<file path="src/sv/toric_correction_path_emitter_top_defines.svh">
// Assertion macros for the toric correction path emitter.
// Used by modules that carry concurrent checks; needs no other file.
`ifndef TORIC_CORRECTION_PATH_EMITTER_TOP_DEFINES_SVH
`define TORIC_CORRECTION_PATH_EMITTER_TOP_DEFINES_SVH

// Same-cycle implication, disabled during reset.
`define TCP_ASSERT_NOW(lbl, clk, rst, ante, cons) \
  lbl: assert property (@(posedge clk) disable iff (rst) (ante) |-> (cons)) \
    else $error("tcp check failed");

// Next-cycle implication, disabled during reset.
`define TCP_ASSERT_NEXT(lbl, clk, rst, ante, cons) \
  lbl: assert property (@(posedge clk) disable iff (rst) (ante) |=> (cons)) \
    else $error("tcp check failed");

`endif

</file>
<file path="src/sv/tcp_pkg.sv">
// Shared widths, controller states and command/status structs for the
// toric correction path emitter. No dependencies.
`timescale 1ns / 1ps

package tcp_pkg;

  localparam int NODE_W    = 10;
  localparam int QUBIT_W   = 11;
  localparam int WIDTH_W   = 6;
  localparam int COORD_W   = 5;
  localparam int DIV_CNT_W = 3;
  localparam int SQ_W      = 2 * WIDTH_W;

  localparam logic [WIDTH_W-1:0] WIDTH_RESET = 6'd8;
  localparam logic [WIDTH_W-1:0] WIDTH_MIN   = 6'd3;
  localparam logic [WIDTH_W-1:0] MAX_WIDTH   = 6'd32;

  typedef enum logic [2:0] {
    ST_IDLE,
    ST_DIVIDE,
    ST_SETUP,
    ST_HWALK,
    ST_VWALK
  } tcp_state_t;

  typedef struct packed {
    logic load;
    logic div_step;
    logic setup;
    logic h_step;
    logic v_enter;
    logic v_step;
    logic emit;
    logic vertical;
  } tcp_cmd_t;

  typedef struct packed {
    logic drop;
    logic div_last;
    logic h_at_end;
    logic h_end_next;
    logic v_empty;
    logic v_last;
    logic slot_free;
  } tcp_status_t;

endpackage

</file>
<file path="src/sv/tcp_pair_if.sv">
// Input channel carrying one matched node pair per transaction.
// Depends on tcp_pkg for field widths.
`timescale 1ns / 1ps

interface tcp_pair_if;
  import tcp_pkg::*;

  logic              valid;
  logic              ready;
  logic [NODE_W-1:0] first_node;
  logic [NODE_W-1:0] second_node;

  modport source (output valid, output first_node, output second_node, input ready);
  modport sink   (input valid, input first_node, input second_node, output ready);
endinterface

</file>
<file path="src/sv/tcp_qubit_if.sv">
// Output channel carrying one qubit index of a correction path per transaction.
// Depends on tcp_pkg for field widths.
`timescale 1ns / 1ps

interface tcp_qubit_if;
  import tcp_pkg::*;

  logic               valid;
  logic               ready;
  logic [QUBIT_W-1:0] qubit_index;
  logic               last_of_path;

  modport source (output valid, output qubit_index, output last_of_path, input ready);
  modport sink   (input valid, input qubit_index, input last_of_path, output ready);
endinterface

</file>
<file path="src/sv/tcp_datapath.sv">
// Datapath: lattice width register, restoring divider for node coordinates,
// walk position registers and the output register. Depends on tcp_pkg.
`timescale 1ns / 1ps

module tcp_datapath (
  input  logic                          clk,
  input  logic                          rst,
  input  logic                          cfg_write_en,
  input  logic [tcp_pkg::WIDTH_W-1:0]   cfg_write_data,
  input  logic [tcp_pkg::NODE_W-1:0]    first_node,
  input  logic [tcp_pkg::NODE_W-1:0]    second_node,
  input  tcp_pkg::tcp_cmd_t             cmd,
  output tcp_pkg::tcp_status_t          status,
  output logic                          qubit_valid,
  input  logic                          qubit_ready,
  output logic [tcp_pkg::QUBIT_W-1:0]   qubit_index,
  output logic                          last_of_path
);
  import tcp_pkg::*;

  logic [WIDTH_W-1:0]   lattice_width;
  logic [SQ_W-1:0]      width_sq;
  logic [QUBIT_W-1:0]   cells_total;

  logic [NODE_W-1:0]    rem_a, rem_b;
  logic [COORD_W-1:0]   quot_a, quot_b;
  logic [DIV_CNT_W-1:0] div_bit;
  logic [QUBIT_W-1:0]   divisor_shift;

  logic [COORD_W-1:0]   ax, ay, bx, by;
  logic [COORD_W-1:0]   xmin, xmax, ymin, ymax, dx, dy;
  logic                 x_direct, y_direct;

  logic [COORD_W-1:0]   col, row, xe, ys, ye;
  logic [COORD_W-1:0]   col_next, row_next;
  logic [QUBIT_W-1:0]   row_base, h_index, v_index;

  assign width_sq    = lattice_width * lattice_width;
  assign cells_total = width_sq[QUBIT_W-1:0];

  always_ff @(posedge clk) begin
    if (rst) begin
      lattice_width <= WIDTH_RESET;
    end else if (cfg_write_en) begin
      if (cfg_write_data < WIDTH_MIN) begin
        lattice_width <= WIDTH_MIN;
      end else if (cfg_write_data > MAX_WIDTH) begin
        lattice_width <= MAX_WIDTH;
      end else begin
        lattice_width <= cfg_write_data;
      end
    end
  end

  assign status.drop = ({{(SQ_W-NODE_W){1'b0}}, first_node} >= width_sq) ||
                       ({{(SQ_W-NODE_W){1'b0}}, second_node} >= width_sq) ||
                       (first_node == second_node);

  assign divisor_shift = {{(QUBIT_W-WIDTH_W){1'b0}}, lattice_width} << div_bit;

  always_ff @(posedge clk) begin
    if (cmd.load) begin
      rem_a   <= first_node;
      rem_b   <= second_node;
      quot_a  <= '0;
      quot_b  <= '0;
      div_bit <= DIV_CNT_W'(COORD_W - 1);
    end else if (cmd.div_step) begin
      if ({1'b0, rem_a} >= divisor_shift) begin
        rem_a          <= rem_a - divisor_shift[NODE_W-1:0];
        quot_a[div_bit] <= 1'b1;
      end
      if ({1'b0, rem_b} >= divisor_shift) begin
        rem_b          <= rem_b - divisor_shift[NODE_W-1:0];
        quot_b[div_bit] <= 1'b1;
      end
      div_bit <= div_bit - 1'b1;
    end
  end

  assign status.div_last = (div_bit == '0);

  assign ax = rem_a[COORD_W-1:0];
  assign bx = rem_b[COORD_W-1:0];
  assign ay = quot_a;
  assign by = quot_b;

  assign xmin = (ax < bx) ? ax : bx;
  assign xmax = (ax < bx) ? bx : ax;
  assign ymin = (ay < by) ? ay : by;
  assign ymax = (ay < by) ? by : ay;
  assign dx   = xmax - xmin;
  assign dy   = ymax - ymin;
  assign x_direct = ({dx, 1'b0} <= lattice_width);
  assign y_direct = ({dy, 1'b0} <= lattice_width);

  assign col_next = ({1'b0, col} == lattice_width - 1'b1) ? '0 : col + 1'b1;
  assign row_next = ({1'b0, row} == lattice_width - 1'b1) ? '0 : row + 1'b1;

  always_ff @(posedge clk) begin
    if (cmd.setup) begin
      if (dx == '0) begin
        col <= ax;
        xe  <= ax;
        row <= ay;
      end else if (x_direct) begin
        col <= xmin;
        xe  <= xmax;
        row <= (ax < bx) ? ay : by;
      end else begin
        col <= xmax;
        xe  <= xmin;
        row <= (ax > bx) ? ay : by;
      end
      ys <= y_direct ? ymin : ymax;
      ye <= y_direct ? ymax : ymin;
    end else begin
      if (cmd.h_step) begin
        col <= col_next;
      end
      if (cmd.v_enter) begin
        row <= ys;
      end else if (cmd.v_step) begin
        row <= row_next;
      end
    end
  end

  assign status.h_at_end   = (col == xe);
  assign status.h_end_next = (col_next == xe);
  assign status.v_empty    = (ys == ye);
  assign status.v_last     = (row_next == ye);

  assign row_base = row * lattice_width;
  assign h_index  = row_base + {{(QUBIT_W-COORD_W){1'b0}}, col};
  assign v_index  = row_base + {{(QUBIT_W-COORD_W){1'b0}}, xe} + cells_total;

  assign status.slot_free = !qubit_valid || qubit_ready;

  always_ff @(posedge clk) begin
    if (rst) begin
      qubit_valid <= 1'b0;
    end else if (cmd.emit) begin
      qubit_valid <= 1'b1;
    end else if (qubit_ready) begin
      qubit_valid <= 1'b0;
    end
  end

  always_ff @(posedge clk) begin
    if (cmd.emit) begin
      if (cmd.vertical) begin
        qubit_index  <= v_index;
        last_of_path <= (row_next == ye);
      end else begin
        qubit_index  <= h_index;
        last_of_path <= (col_next == xe) && (ys == ye);
      end
    end
  end

endmodule

</file>
<file path="src/sv/tcp_ctrl.sv">
// Controller state machine: pair intake, divide, setup and the two walk phases.
// Depends on tcp_pkg and the assertion macro header.
`timescale 1ns / 1ps
`include "toric_correction_path_emitter_top_defines.svh"

module tcp_ctrl (
  input  logic                 clk,
  input  logic                 rst,
  input  logic                 pair_valid,
  output logic                 pair_ready,
  input  tcp_pkg::tcp_status_t status,
  output tcp_pkg::tcp_cmd_t    cmd
);
  import tcp_pkg::*;

  tcp_state_t state, state_next;

  always_ff @(posedge clk) begin
    if (rst) begin
      state <= ST_IDLE;
    end else begin
      state <= state_next;
    end
  end

  always_comb begin
    state_next = state;
    cmd        = '0;
    pair_ready = 1'b0;
    case (state)
      ST_IDLE: begin
        pair_ready = 1'b1;
        if (pair_valid) begin
          cmd.load = 1'b1;
          if (!status.drop) begin
            state_next = ST_DIVIDE;
          end
        end
      end
      ST_DIVIDE: begin
        cmd.div_step = 1'b1;
        if (status.div_last) begin
          state_next = ST_SETUP;
        end
      end
      ST_SETUP: begin
        cmd.setup  = 1'b1;
        state_next = ST_HWALK;
      end
      ST_HWALK: begin
        if (status.h_at_end) begin
          cmd.v_enter = 1'b1;
          state_next  = ST_VWALK;
        end else if (status.slot_free) begin
          cmd.emit   = 1'b1;
          cmd.h_step = 1'b1;
          if (status.h_end_next) begin
            if (status.v_empty) begin
              state_next = ST_IDLE;
            end else begin
              cmd.v_enter = 1'b1;
              state_next  = ST_VWALK;
            end
          end
        end
      end
      ST_VWALK: begin
        if (status.slot_free) begin
          cmd.emit     = 1'b1;
          cmd.vertical = 1'b1;
          cmd.v_step   = 1'b1;
          if (status.v_last) begin
            state_next = ST_IDLE;
          end
        end
      end
      default: begin
        state_next = ST_IDLE;
      end
    endcase
  end

  `TCP_ASSERT_NOW(a_emit_has_slot, clk, rst, cmd.emit, status.slot_free)
  `TCP_ASSERT_NEXT(a_drop_stays_idle, clk, rst, state == ST_IDLE && pair_valid && status.drop, state == ST_IDLE)
  `TCP_ASSERT_NEXT(a_divide_to_setup, clk, rst, state == ST_DIVIDE && status.div_last, state == ST_SETUP)

endmodule

</file>
<file path="src/sv/toric_correction_path_emitter_top.sv">
// Sequence: a pair is taken at intake, then the divider yields one quotient bit per
// cycle for both nodes, then a setup step, one extra step when the x coordinates
// match, then one qubit per cycle while the output register has a free slot.
// Throughput: one pair at a time; a new pair is taken only once the last path is
// done, and the output register stalls the walk only.
// Reset: lattice_width returns to 8, the controller idles, the output empties.
`timescale 1ns / 1ps

module toric_correction_path_emitter_top (
  input  logic                        clk,
  input  logic                        rst,
  input  logic                        cfg_write_en,
  input  logic [tcp_pkg::WIDTH_W-1:0] cfg_write_data,
  tcp_pair_if.sink                    pairs,
  tcp_qubit_if.source                 qubits
);
  import tcp_pkg::*;

  tcp_cmd_t    cmd;
  tcp_status_t status;

  tcp_ctrl u_ctrl (
    .clk        (clk),
    .rst        (rst),
    .pair_valid (pairs.valid),
    .pair_ready (pairs.ready),
    .status     (status),
    .cmd        (cmd)
  );

  tcp_datapath u_datapath (
    .clk            (clk),
    .rst            (rst),
    .cfg_write_en   (cfg_write_en),
    .cfg_write_data (cfg_write_data),
    .first_node     (pairs.first_node),
    .second_node    (pairs.second_node),
    .cmd            (cmd),
    .status         (status),
    .qubit_valid    (qubits.valid),
    .qubit_ready    (qubits.ready),
    .qubit_index    (qubits.qubit_index),
    .last_of_path   (qubits.last_of_path)
  );

endmodule
</file>
<file path="src/flat_wrapper.sv">
// flat-port wrapper written by rule: the top's interface ports become plain ports
module toric_correction_path_emitter_top_flat import tcp_pkg::*;
  (clk, rst, cfg_write_en, cfg_write_data, pairs_valid, pairs_first_node, pairs_second_node, pairs_ready, qubits_valid, qubits_qubit_index, qubits_last_of_path, qubits_ready);
  tcp_pair_if pairs_i ();
  tcp_qubit_if qubits_i ();
  input  logic clk;
  input  logic rst;
  input  logic cfg_write_en;
  input  logic [tcp_pkg::WIDTH_W-1:0] cfg_write_data;
  input wire logic [$bits(pairs_i.valid)-1:0] pairs_valid;
  input wire logic [$bits(pairs_i.first_node)-1:0] pairs_first_node;
  input wire logic [$bits(pairs_i.second_node)-1:0] pairs_second_node;
  output wire logic [$bits(pairs_i.ready)-1:0] pairs_ready;
  output wire logic [$bits(qubits_i.valid)-1:0] qubits_valid;
  output wire logic [$bits(qubits_i.qubit_index)-1:0] qubits_qubit_index;
  output wire logic [$bits(qubits_i.last_of_path)-1:0] qubits_last_of_path;
  input wire logic [$bits(qubits_i.ready)-1:0] qubits_ready;
  assign pairs_i.valid = pairs_valid;
  assign pairs_i.first_node = pairs_first_node;
  assign pairs_i.second_node = pairs_second_node;
  assign pairs_ready = pairs_i.ready;
  assign qubits_valid = qubits_i.valid;
  assign qubits_qubit_index = qubits_i.qubit_index;
  assign qubits_last_of_path = qubits_i.last_of_path;
  assign qubits_i.ready = qubits_ready;
  toric_correction_path_emitter_top u_core (.clk(clk), .rst(rst), .cfg_write_en(cfg_write_en), .cfg_write_data(cfg_write_data), .pairs(pairs_i), .qubits(qubits_i));
endmodule
</file>
<file path="config.mk">
export PLATFORM = sky130hd
export DESIGN_NAME = toric_correction_path_emitter_top_flat
export DESIGN_NICKNAME = d
export VERILOG_FILES = /design/src/sv/tcp_pkg.sv /design/src/sv/tcp_pair_if.sv /design/src/sv/tcp_qubit_if.sv /design/src/sv/tcp_datapath.sv /design/src/sv/tcp_ctrl.sv /design/src/sv/toric_correction_path_emitter_top.sv /design/src/flat_wrapper.sv
export VERILOG_INCLUDE_DIRS = /design/src /design/src/sv
export SDC_FILE = /design/constraint.sdc
export NUM_CORES = 1
export LEC_CHECK = 0
export ABC_CLOCK_PERIOD_IN_PS = 6900
export BUFFER_PORTS_ARGS = -buffer_cell sky130_fd_sc_hd__buf_2
export CAP_MARGIN = 25
export CORE_MARGIN = 3
export CORE_UTILIZATION = 60
export CTS_BUF_LIST = sky130_fd_sc_hd__clkbuf_4
export DETAILED_ROUTE_END_ITERATION = 12
export GPL_TIMING_DRIVEN = 0
export HOLD_SLACK_MARGIN = 0.03
export PLACE_DENSITY = 0.78
export SYNTH_ARGS = -nofsm -noshare
export SYNTH_HDL_FRONTEND = slang
export SYNTH_HIERARCHICAL = 1
export SYNTH_SLANG_ARGS = --single-unit
</file>
<file path="constraint.sdc">
create_clock -name clk -period 6.9 [get_ports clk]
set_input_delay 1.38 -clock clk [delete_from_list [all_inputs] [get_ports clk]]
set_output_delay 1.38 -clock clk [all_outputs]
set_load 0.05 [all_outputs]
</file>
After elaboration in Yosys (flattened, before gate mapping)
Cells that the tools add are included.
{ "totals": {"output_inout_bits": 14, "input_bits": 31, "elab_cells": 144, "reg_bits": 80} }
{ "op_classes": {"magnitude_cmp": 13, "n_eq_ne": 18, "mux": 62, "n_reduce_logical": 20, "n_shift": 1, "n_mul": 2, "n_addsub": 11, "bitwise": 2} }
{ "ops": {"columns": ["op", "n"], "rows": [
  ["$mux W5", 21],
  ["$mux W10", 6],
  ["$mux W3", 10],
  ["$ge A10 B12 Y1", 2],
  ["$add A11 B5 Y11", 2],
  ["$ge A10 B11 Y1", 2],
  ["$eq A5 B5 Y1", 4],
  ["$sub A10 B10 Y10", 2],
  ["$mux W1", 17],
  ["$pmux W3 S5", 1],
  ["$eq A5 B6 Y1", 2],
  ["$le A6 B6 Y1", 2],
  ["$mul A6 B6 Y12", 1],
  ["$mux W6", 2],
  ["$add A11 B11 Y11", 1],
  ["$mul A5 B6 Y11", 1],
  ["$mux W11", 1],
  ["$shl A6 B3 Y11", 1],
  ["$add A5 B1 Y5 const B", 2],
  ["$eq A10 B10 Y1", 1],
  ["$lt A5 B5 Y1", 2],
  ["$or A5 B5 Y5", 2],
  ["$reduce_bool A2 Y1", 5],
  ["$sub A5 B5 Y5", 2],
  ["other kinds (24)", 37]
]} }

Logic depth before layout (Yosys ltp)
Gate-level depths: netlist (run 1).
{ "logic_depth": {"ltp_word": 10, "mapped_depth": 24, "ltp_nobuf": 23} }

Cells and area by module
The synthesis (run 1) kept the hierarchy.
{ "by_module_without_submodules": {"columns": ["module", "area_per_inst_um2", "cells_each", "seq_area_each_um2", "instances"], "rows": [
  ["tcp_datapath", 8829.7, 995, 2112.0, 1],
  ["tcp_ctrl", 255.2, 29, 60.1, 1]
]} }

Least setup slack after synthesis (run 1)
No wires, ideal clock.
{ "synth_timing": {"path_kind": "reg-to-reg", "start": "register u_core.u_datapath.lattice_width[0]", "end": "register u_core.u_ctrl.state[0]", "t_arrival_ns": 5.353, "n_path_buf": 1, "setup_slack_ns": 1.423, "required_ns": 6.777, "setup_ns": 0.123, "synth_period_minus_slack_ns": 5.477, "stages_incl_launch_ff": 25, "cell_sequence": "dfxtp_1 > clkbuf_1 > inv_1 > nor2_1 > fa_1 > inv_1 > fa_1 > fa_1 > inv_1 > ha_1 > a21o_1 > a21oi_1 > o21bai_1 > a21oi_1 > xnor2_1 > inv_1 > ha_1 > nand3_1 > nand2_1 > a41oi_1 > nand3_1 > a31o_1 > or3b_1 > a22oi_2 > mux2_1"} }
{ "synth_lines": {"columns": ["item", "line", "source"], "rows": [
  ["from (decl)", "tcp_datapath.sv:21", "logic [WIDTH_W-1:0] lattice_width;"],
  ["from (signal assigned)", "tcp_datapath.sv:50", "lattice_width <= cfg_write_data;"],
  ["to (signal assigned)", "tcp_ctrl.sv:22", "state <= state_next;"],
  ["to (decl)", "tcp_ctrl.sv:16", "tcp_state_t state, state_next;"]
]} }

==> summary.txt, run 1 <==
STA
  – Slew margin rel.: 40.8%
  – Clock skew: 0.0177 ns
  – Worst-margin pin slew: 0.883 ns
  – Final setup fails: 0
  – Final setup TNS: 0 ns
  – Max Clk Rate: around 150 MHz
  – Pins Over Slew Limit: 0
  – Final period util: 94.5%
  – Min cycle time layout: ~6.5 ns
  – RSZ-0062 raised after global routing: no
  – Hold Violations, Final: 0

Critical path
  – CP top delay family: adder cells
  – R2R setup slack: approximately 0.38 ns
  – Critical Path End Type: flip-flop
  – CP required: between 7 and 8 ns
  – CP max stage cell: dfxtp_1
  – Critical path cell sequence: clkbuf_2 -> inv_1 -> nor2_1 -> fa_1 -> inv_1 -> fa_1 -> fa_1 -> inv_1 -> ha_1 -> a21o_1 -> a21oi_1 -> o21bai_1 -> a21oi_1 -> xnor2_1 -> inv_1 -> ha_1 -> nand3_1 -> nand2_1 -> a41oi_1 -> nand3_1 -> a31o_1 -> or3b_1 -> a22oi_2 -> mux2_1
  – Crit-path max FO: 10
  – Worst R2R Start: u_core/u_datapath/lattice_width[0]
  – CP most frequent cell: inv_1
  – Crit path buffers/inverters: 5
  – Kind of critical path: reg2reg
  – FF-to-FF path depth: 24
  – Largest stage delay, worst path: ~0.66 ns
  – Setup crit start kind: flip-flop
  – FF-to-FF End: u_core/u_ctrl/state[0]
  – WP data arrival: 6.89 ns

Floorplanning
  – Initial core utilization: 61.8%
  – Die area: 16700 um2
  – Die Y-Extent: 129 um
  – Num ports: 45
  – Num rows: 44
  – Core area: approximately 15000 um2
  – Chip width: 129 um

Synth
  – #FFs+latches synth: 80
  – Area leader, netlist: edfxtp_1
  – Post-Synth Simple-Gate Area: between 15 and 20%
  – Largest family of logic cells by synthesized area: adder cells
  – Area share of the largest cell type after synthesis: 18.8%
  – Post-Synth XOR/XNOR Area: 9.70%
  – Cells after synthesis: ~1000
  – Post-synth EDFFs: 57
  – Netlist Area Pre-Place: 9080 um2
  – Synthesized net count: 1203
  – Most instantiated cells after synthesis: 120 x ha_1, 91 x inv_1, 90 x nand2_1
  – Mapped Avg Cell Area: 8.87 um2
  – Count of different cell masters after synthesis: 84
  – Synthesis Warnings: 6
  – Synth Area in Adders: 22.7%
  – Compound-cell area share of the yosys netlist: 18.0%
  – Synth area leaders: edfxtp_1 19%, ha_1 17%, fa_1 6.2%, xnor2_1 5.5%, dfxtp_1 5.1%
  – Post-synthesis sequential area ratio: 23.9%
  – Post-synth ARST share: 0%
  – Multiplexer share of the synthesized area: 3.73%
  – Most common cell in the synthesized netlist: ha_1
  – Most used flip-flop cell after synthesis: edfxtp_1

Clocking
  – Num Clock Sinks: 80
  – CTS tree: yes
  – Max Root-Sink Buffers: 2
  – Clock slew at reported path FFs: 0.15 ns
  – Clock root cell: clkbuf_4
  – CTS Buf Count: 9
  – H-tree levels: 3
  – Clock Latency Late Sink: 0.47 ns

Routing
  – Wire length per cell: 17.5 um
  – ANT nets after route: 0
  – DR vias: 7786
  – Detailed Route WL: 22300 um
  – DR DRC count: 0
  – Drt initial violations: 707
  – DR vias/cell: 6.14
  – First-pass DRT Iterations: 5

Global route
  – Number of global-route vias before repair: 7222
  – Antenna violations before repair: 0
  – Global-route wire length before repair: 35900 um
  – Total grt overflow: 0
  – GR Util All Layers: between 20 and 30%
  – Largest net degree at the start of global routing: 16

Run
  – Number of max-cap violations: 0

Layout
  – # nets final: 1259
  – Final instance area: 9700 um2
  – Core Util, Final: 66.0%
  – Share of cells above drive strength 1: 8.94%
  – # diodes: 0
  – Layout area overhead: 6.78%

Pwr
  – Pwr Density: 304 nW/um2
  – Lkg Pwr: 4.27 nW
  – Max VDD drop: 0.227 mV

Min path
  – HP Start: u_core/u_datapath/ay[1]
  – Worst Hold End: u_core/u_datapath/ay[1]
  – Hold-critical path depth: 2
  – HP Class: reg2reg

Place
  – RePlAce Congestion: ~0.96
  – DP Wirelength: ~18000 um
  – I/O Buffers: 44
  – Placed Area: 9560 um2

Outcome
  – Status: finished clean
## sequential cells by signal (all words and copies together), names as in the netlist, 6 cells and up
name                             count
u_core/u_datapath/rem_b             10
u_core/u_datapath/rem_a             10
u_core/u_datapath/qubit_index       11
u_core/u_datapath/lattice_width      6
## worst max-delay path by stage
stage / from / end / cells after the start
detailed placement: u_core/u_datapath/lattice_width[0] / u_core/u_ctrl/state[0] / 24
floorplan: u_core/u_datapath/lattice_width[0] / u_core/u_ctrl/state[0] / 24
global route: u_core/u_datapath/lattice_width[2] / u_core/u_ctrl/state[0] / 24
finish: u_core/u_datapath/lattice_width[0] / u_core/u_ctrl/state[0] / 24
CTS: u_core/u_datapath/lattice_width[0] / u_core/u_ctrl/state[0] / 24
global placement: u_core/u_datapath/lattice_width[0] / u_core/u_ctrl/state[0] / 24
## final cells by class
cell class	count	area, um2
clock inverters	7	76.3
plain buffers	38	173
flip-flops and latches	80	2170
repair buffers	45	235
multi-input cells	810	6390
clock buffers	9	67.6
inverters	96	360
fillers	1241	5000
well taps	184	230
## kinds of logic after synthesis
| group | after synthesis |
|---|---|
| AOI/OAI and AO/OA | 238 |
| xor gates and xnor gates | 96 |
| adders and majority gates | 148 |
| buffers and inverters | 134 |
| DFF | 80 |
| muxes | 31 |
| and+or+nand+nor | 297 |
## per-stage QoR
step / total power [W] / worst slack [ns] / cells / hold WS (ns)
floorplan: 0.00219 / 1.42 / 1024 / 0.476
global placement: 0.00257 / 0.427 / 1252 / 0.518
detailed placement: 0.00260 / 0.344 / 1253 / 0.533
CTS: 0.00291 / 0.302 / 1269 / 0.564
global route: 0.00317 / 0.112 / 1269 / 0.605
finish: 0.00295 / 0.381 / 1269 / 0.569
## routing by layer
layer / up-vias / track usage, % / share of wire, %
li1: 3785 / - / -
met2: 278 / 44.0 / 46
met4: 0 / 8.59 / 3.2
met1: 3662 / 37.3 / 45
met5: - / 0 / 0
met3: 61 / 4.53 / 6.7
## report_power, final
part	internal, W	total, W	leakage (nW)	switching [W]
Sequential	0.000626	0.000687	0.717	0.0000607
Clock	0.000113	0.000298	0.0750	0.000184
Combinational	0.000791	0.00196	3.48	0.00117
## cell usage in the layout, fill, tap and decap left out, drive strengths merged, types with 7 or more instances in the layout
master,instances
a311oi,8
nand3,18
and3,9
xnor2,59
nor4,10
nand2b,8
o21ai,45
xor2,36
and2,21
buf,53
edfxtp,57
clkbuf,39
mux2i,17
inv,98
nand4,13
nand2,90
nor2,72
nor3,13
a211oi,12
a31oi,11
ha,120
nor2b,14
mux2,13
fa,28
dfxtp,23
o21bai,11
o21a,7
a21oi,59
a21o,24
## worst min-delay path, cell delays in order (launching register included)
cell,delay (ns)
dfxtp_1,0.40
a21oi_1,0.06
nor2_1,0.08
## what timing repair did
item,in CTS,in global routing
setup buffers,0,0
resized for setup,0,2
hold buffers,0,0
endpoints found under the setup margin,0,1
endpoints found under the hold margin,0,0
(Power assumes the default switching activity.)
==> run 2, diff against run 1 <==
--- a/config.mk
+++ b/config.mk
@@ -10,12 +10,10 @@
 export BUFFER_PORTS_ARGS = -buffer_cell sky130_fd_sc_hd__buf_2
 export CAP_MARGIN = 25
 export CORE_MARGIN = 3
-export CORE_UTILIZATION = 60
+export CORE_UTILIZATION = 45
 export CTS_BUF_LIST = sky130_fd_sc_hd__clkbuf_4
 export DETAILED_ROUTE_END_ITERATION = 12
-export GPL_TIMING_DRIVEN = 0
 export HOLD_SLACK_MARGIN = 0.03
-export PLACE_DENSITY = 0.78
 export SYNTH_ARGS = -nofsm -noshare
 export SYNTH_HDL_FRONTEND = slang
 export SYNTH_HIERARCHICAL = 1
==> summary.txt, run 2 (synthesis gave the netlist of run 1 again) <==
STA
  – Hold Violations, Final: 0 (unchanged)
  – Worst hold slack: 0.549 ns (-0.0203 ns)
  – Final setup fails: 0 (unchanged)
  – Final setup TNS: 0 ns (unchanged)
  – Worst-margin pin slew: 0.898 ns (+0.0149 ns)
  – RSZ-0062 raised after global routing: no
  – Clock skew: 0.0220 ns (+0.00427 ns)
  – Min cycle time layout: 5.93 ns (-0.585 ns)
  – Final period util: 86.0% (-8.5 points)
  – Final setup margin: 0.966 ns (+0.585 ns)
  – Slew margin rel.: 38.6% (-2.3 points)
  – Max Clk Rate: 169 MHz (+9.9%)
  – Pins Over Slew Limit: 0 (unchanged)

Place
  – DP Cell Count: 1302 (+3.9%)
  – DP Wirelength: 18300 um (+3.3%)
  – I/O Buffers: 44 (unchanged)
  – DP Worst Slack: 1.01 ns (+0.666 ns)
  – RePlAce Congestion: 0.886 (-7.9%)

Critical path
  – Crit path buffers/inverters: 4 (-1)
  – CP top delay family: adder cells
  – CP max stage cell: dfxtp_1
  – WP data arrival: 6.32 ns (-0.57 ns)
  – Largest stage delay, worst path: 0.63 ns (-0.03 ns)
  – CP required: 7.29 ns (+0.02 ns)
  – Critical Path End Type: flip-flop
  – Critical path cell sequence: inv_1 -> nor2_1 -> fa_1 -> inv_1 -> fa_1 -> fa_1 -> inv_1 -> ha_1 -> a21o_1 -> a21oi_1 -> o21bai_1 -> a21oi_1 -> xnor2_1 -> inv_1 -> ha_1 -> nand3_1 -> nand2_1 -> a41oi_1 -> nand3_1 -> a31o_1 -> or3b_1 -> a22oi_2 -> mux2_1
  – CP most frequent cell: inv_1
  – Setup crit start kind: flip-flop
  – Kind of critical path: reg2reg
  – Crit-path max FO: 14 (+4)

Routing
  – DR vias: 7399 (-5.0%)
  – ANT nets after route: 0 (unchanged)
  – First-pass DRT Iterations: 5 (unchanged)
  – Detailed Route WL: 22800 um (+2.6%)
  – Drt initial violations: 468 (-34%)
  – DR DRC count: 0 (unchanged)
  – Wire length per cell: 17.3 um (-1.4%)
  – DR vias/cell: 5.61 (-8.6%)

Global route
  – Total grt overflow: 0 (unchanged)
  – Global-route wire length before repair: 36800 um (+2.4%)
  – Largest net degree at the start of global routing: 52 (+36)
  – Number of global-route vias before repair: 6968 (-3.5%)
  – Antenna violations before repair: 1 (+1)
  – GR Util All Layers: 21.1% (-6.1 points)

Layout
  – # nets final: 1227 (-2.5%)
  – Layout area overhead: 6.40%
  – Most flop-heavy register: u_core/u_datapath/qubit_index
  – Commonest non-fill, non-tap cell in the layout: ha_1
  – Most frequent cells in the layout: 120 x ha_1, 91 x inv_1, 90 x nand2_1
  – Share of cells above drive strength 1: 9.21% (+0.27 points)
  – Top flop regs: u_core/u_datapath/qubit_index: 11 flops, u_core/u_datapath/rem_a: 10 flops, u_core/u_datapath/rem_b: 10 flops
  – Max FFs per register: 11 (unchanged)
  – Final cell count without fillers: 1320 (+4.0%)

Clocking
  – CTS hold repair buffers: 0 (unchanged)
  – Num Clock Sinks: 80 (unchanged)
  – CTS tree: yes
  – H-tree levels: 3 (unchanged)
  – Clock Latency Late Sink: 0.48 ns (about the same)
  – Clock root cell: clkbuf_4
  – Post-CTS Setup Inserts: 0 (unchanged)
  – CTS Buf Count: 9 (unchanged)
  – Clock slew at reported path FFs: 0.16 ns (about the same)
  – Max Root-Sink Buffers: 2 (unchanged)
  – CTS resizes: 0 (unchanged)

Floorplanning
  – Die Y-Extent: 148 um (+15%)
  – Die area: 21900 um2 (+32%)
  – Core area: 19700 um2 (+34%)
  – Chip width: 148 um (+15%)
  – Num ports: 45 (unchanged)
  – Initial core utilization: 46.2% (-16 points)
  – Num rows: 51 (+16%)

Run
  – Number of max-cap violations: 0 (unchanged)

Pwr
  – Internal power: 0.00145 W (-5.2%)
  – Lkg Pwr: 4.23 nW (-1.1%)
  – Reg power frac: 24.7% (+1.4 points)
  – Switch share: 49.5% (+1.4 points)
  – Part of the power in the clock network: 10.2% (about the same)
  – Pwr Density: 297 nW/um2 (-2.2%)
  – Total power: 0.00287 W (-2.6%)
  – Max VDD drop: 0.223 mV (-2.0%)
  – Combinational power share: 65.0% (-1.6 points)
  – P_sw: 0.00142 W (+0.30%)

Min path
  – HP Class: reg2reg

Outcome
  – Status: finished clean
-- run 2: cell type report --
type,instances,area [um2]
well taps,265,332
clock inverters,7,71.3
multi-input cells,810,6390
flip-flops and latches,80,2170
inverters,96,360
repair buffers,51,273
clock buffers,9,67.6
fillers,1935,9990
diodes,2,5.00
-- run 2: layer usage --
metal / wire, um / vias up / share of wire, % / track usage (%)
li1: - / 3730 / - / -
met1: 10800 / 3472 / 47 / 29.6
met2: 10600 / 168 / 46 / 34.3
met3: 1060 / 29 / 4.6 / 3.23
met4: 427 / 0 / 1.9 / 5.08
met5: 0 / - / 0 / 0
-- run 2: worst register-to-register path, delay by kind of cell (launching register included) --
| kind | cells | cell delay [ns] |
|---|---|---|
| multiplexers | 1 | 0.34 |
| flip-flops | 1 | 0.63 |
| adder cells (fa/ha/maj) | 5 | 2.06 |
| AO/OA/AOI/OAI | 7 | 1.28 |
| AND/OR/NAND/NOR | 5 | 0.82 |
| XOR/XNOR | 1 | 0.19 |
| buffers and inverters | 4 | 0.52 |
-- run 2: worst paths after layout --
path	endpoint	slack [ns]	start	depth (start not counted)
worst min register to register	u_core/u_datapath/ay[1]	0.55	u_core/u_datapath/ay[1]	2
worst min-delay path	u_core/u_datapath/ay[1]	0.55	u_core/u_datapath/ay[1]	2
worst max-delay path	u_core/u_ctrl/state[0]	0.97	u_core/u_datapath/lattice_width[1]	23
worst max register to register	u_core/u_ctrl/state[0]	0.97	u_core/u_datapath/lattice_width[1]	23
-- run 2: power by group through the flow --
stage,clock [W],combinational [W],sequential [W]
finish,0.000294,0.00187,0.000709
global route,0.000322,0.00207,0.000716
CTS,0.000307,0.00185,0.000707
detailed placement,0,0.00183,0.000719
global placement,0,0.00183,0.000717
floorplan,0,0.00152,0.000671
-- run 2: per-stage QoR --
stage	utilization (%)	area (um2)
after global placement	48.5	9520
after CTS	49.2	9660
final	49.2	9670
after floorplan	-	9080
after global routing	49.2	9670
after detailed placement	48.5	9520
==> run 3, diff against run 2 <==
--- a/config.mk
+++ b/config.mk
@@ -16,5 +16,4 @@
 export HOLD_SLACK_MARGIN = 0.03
 export SYNTH_ARGS = -nofsm -noshare
 export SYNTH_HDL_FRONTEND = slang
-export SYNTH_HIERARCHICAL = 1
 export SYNTH_SLANG_ARGS = --single-unit
==> summary.txt, run 3 <==
Critical path
  – R2R setup slack: 1.45 ns (+0.49 ns)
  – Crit-path max FO: 14 (unchanged)
  – CP required: 7.17 ns (-0.12 ns)
  – Setup crit start kind: flip-flop
  – CP max stage cell: dfxtp_1
  – Critical Path End Type: flip-flop
  – WP data arrival: 5.72 ns (-0.60 ns)
  – Crit path buffers/inverters: 1 (-3)
  – Critical path cell sequence: nand2_1 -> fa_1 -> fa_1 -> fa_1 -> inv_1 -> ha_1 -> xnor2_1 -> fa_1 -> ha_1 -> nor2b_1 -> o21a_1 -> o41a_1 -> a31oi_1 -> xnor2_1 -> o21ai_0 -> xnor2_1
  – Kind of critical path: reg2reg
  – CP most frequent cell: fa_1
  – Largest stage delay, worst path: 0.70 ns (+0.07 ns)
  – CP top delay family: adder cells

Clocking
  – Num Clock Sinks: 80 (unchanged)
  – CTS tree: yes
  – CTS Buf Count: 9 (unchanged)
  – Clock Latency Late Sink: 0.50 ns (+0.02 ns)
  – H-tree levels: 3 (unchanged)
  – Post-CTS Setup Inserts: 0 (unchanged)
  – Clock slew at reported path FFs: 0.14 ns (-0.02 ns)
  – CTS hold repair buffers: 0 (unchanged)
  – Max Root-Sink Buffers: 2 (unchanged)
  – Clock root cell: clkbuf_4
  – CTS resizes: 0 (unchanged)

Floorplanning
  – Num rows: 51 (unchanged)
  – Initial core utilization: 46.3% (+0.057 points)
  – Die Y-Extent: 148 um (about the same)
  – Die area: 22000 um2 (+0.12%)
  – Chip width: 148 um (about the same)
  – Num ports: 45 (unchanged)
  – Core area: 19700 um2 (unchanged)

Synth
  – Synthesis Warnings: 0 (-6)
  – Most instantiated cells after synthesis: 120 x ha_1, 105 x inv_1, 88 x nand2_1
  – Mapped Avg Cell Area: 8.59 um2 (-3.2%)
  – Post-synthesis sequential area ratio: 23.9% (-0.030 points)
  – #FFs+latches synth: 80 (unchanged)
  – Post-synth EDFFs: 57 (unchanged)
  – Cells after synthesis: 1059 (+3.4%)
  – Area leader, netlist: edfxtp_1
  – Synth area leaders: edfxtp_1 19%, ha_1 17%, fa_1 6.2%, dfxtp_1 5.1%, a21oi_1 4.5%
  – Area share of the largest cell type after synthesis: 18.8% (-0.023 points)
  – Most used flip-flop cell after synthesis: edfxtp_1
  – Synthesized net count: 1238 (+2.9%)
  – Netlist Area Pre-Place: 9100 um2 (+0.12%)
  – Post-synth ARST share: 0% (unchanged)
  – Count of different cell masters after synthesis: 77 (-8.3%)
  – Most common cell in the synthesized netlist: ha_1

STA
  – Slew margin rel.: 35.2% (-3.4 points)
  – RSZ-0062 raised after global routing: no
  – Final setup TNS: 0 ns (unchanged)
  – Pins Over Slew Limit: 0 (unchanged)
  – Max Clk Rate: 184 MHz (+8.9%)
  – Worst-margin pin slew: 0.973 ns (+0.0743 ns)
  – Final period util: 79.0% (-7.0 points)
  – Min cycle time layout: 5.45 ns (-0.485 ns)
  – Clock skew: 0.0226 ns (+0.000603 ns)
  – Final setup fails: 0 (unchanged)
  – Hold Violations, Final: 0 (unchanged)

Routing
  – DR vias: 7496 (+1.3%)
  – Wire length per cell: 17.1 um (-1.2%)
  – ANT nets after route: 0 (unchanged)
  – DR DRC count: 0 (unchanged)
  – First-pass DRT Iterations: 5 (unchanged)
  – Detailed Route WL: 23200 um (+1.4%)
  – Drt initial violations: 344 (-26%)
  – DR vias/cell: 5.53 (-1.4%)

Global route
  – Largest net degree at the start of global routing: 32 (-38%)
  – GR Util All Layers: 21.5% (+0.39 points)
  – Number of global-route vias before repair: 7254 (+4.1%)
  – Top Usage Layer GRT: met2
  – M2 GR Usage: 35.5% (+1.2 points)
  – Met3 GRT Util: 2.89% (-0.34 points)
  – Global-route wire length before repair: 37600 um (+2.3%)
  – Antenna violations before repair: 2 (+1)
  – Total grt overflow: 0 (unchanged)
  – M1 GR Usage: 28.8% (-0.82 points)

Run
  – Number of max-cap violations: 0 (unchanged)

Layout
  – Fillers: 1976 (+2.1%)
  – # nets final: 1263 (+2.9%)
  – Most flop-heavy register: u_core.u_datapath.qubit_index
  – Most frequent cells in the layout: 120 x ha_1, 105 x inv_1, 88 x nand2_1
  – Commonest non-fill, non-tap cell in the layout: ha_1
  – Layout area overhead: 6.92%
  – Share of cells above drive strength 1: 8.26% (-0.95 points)
  – Max FFs per register: 11 (unchanged)
  – Top flop regs: u_core.u_datapath.qubit_index: 11 flops, u_core.u_datapath.rem_a: 10 flops, u_core.u_datapath.rem_b: 10 flops

Min path
  – HP Class: reg2reg

Pwr
  – Lkg Pwr: 4.30 nW (+1.8%)
  – Pwr Density: 337 nW/um2 (+14%)
  – Total power: 0.00328 W (+14%)
  – Max VDD drop: 0.245 mV (+10%)

Outcome
  – Status: finished clean

Place
  – DP Wirelength: 18700 um (+1.9%)
  – RePlAce Congestion: 0.868 (-2.1%)
  – I/O Buffers: 44 (unchanged)
## run 3: changes by cell type in the layout (fill, tap and decap cells not counted), moves of 7 or more
cell	before	now
a21o_1	24	17
a21oi_1	59	82
a31oi_1	11	4
inv_1	91	105
nand2b_1	8	17
nor2_1	72	86
nor4_1	10	3
o21ai_0	40	48
xnor2_1	57	46
xor2_1	36	43
## run 3: kinds of logic (layout without fill, tap and decap cells)
| group | Yosys count | after routing | synth area share (%) |
|---|---|---|---|
| DFF | 80 | 80 | 23.9 |
| muxes | 29 | 29 | 3.33 |
| buffers and inverters | 145 | 175 | 6.07 |
| and+or+nand+nor | 322 | 322 | 17.2 |
| xor gates and xnor gates | 90 | 90 | 8.75 |
| AOI/OAI and AO/OA | 245 | 245 | 18.1 |
| other | 0 | 2 | 0 |
| adders and majority gates | 148 | 148 | 22.7 |
## run 3: final cells by class
class | instances | area [um2] | area share [%]
flip-flops and latches | 80 | 2170 | 22.3
diodes | 2 | 5.00 | 0.0515
inverters | 107 | 402 | 4.13
clock buffers | 11 | 82.6 | 0.849
well taps | 265 | 332 | 3.41
clock inverters | 5 | 80.1 | 0.823
repair buffers | 52 | 280 | 2.88
multi-input cells | 834 | 6370 | 65.5
## run 3: through the flow
stage               cells  area, um2  util (%)  worst slack, ns  hold WS (ns)
floorplan            1059       9100         -             1.71         0.474
global placement     1336       9540      48.6             1.59         0.538
detailed placement   1337       9550      48.6             1.50         0.543
CTS                  1353       9710      49.4             1.46         0.567
global route         1356       9730      49.5             1.08         0.605
finish               1356       9730      49.5             1.45         0.576
## run 3: worst paths after layout
check	end	cells after the start	startpoint
max	u_core.u_datapath.qubit_index[10]	16	u_core.u_datapath.lattice_width[2]
min	u_core.u_datapath.by[3]	2	u_core.u_datapath.by[3]
max reg2reg	u_core.u_datapath.qubit_index[10]	16	u_core.u_datapath.lattice_width[2]
min reg2reg	u_core.u_datapath.by[3]	2	u_core.u_datapath.by[3]
## run 3: where the power goes
| group | internal, W | total (W) | switching, W |
|---|---|---|---|
| registers | 0.000678 | 0.000788 | 0.000110 |
| logic | 0.000905 | 0.00215 | 0.00125 |
| clock network | 0.000155 | 0.000341 | 0.000186 |
| total | 0.00174 | 0.00328 | 0.00154 |
## run 3: routing by layer
metal / part of all wire (%) / routed length [um]
met4: 2.7 / 616
met2: 46 / 10700
met5: 0 / 0
met3: 3.8 / 873
met1: 47 / 11000
## run 3: worst min-delay path, cell delays in order (launching register included)
cell and delay (ns):
dfxtp_1 0.38, a21oi_1 0.13, nor2_1 0.04
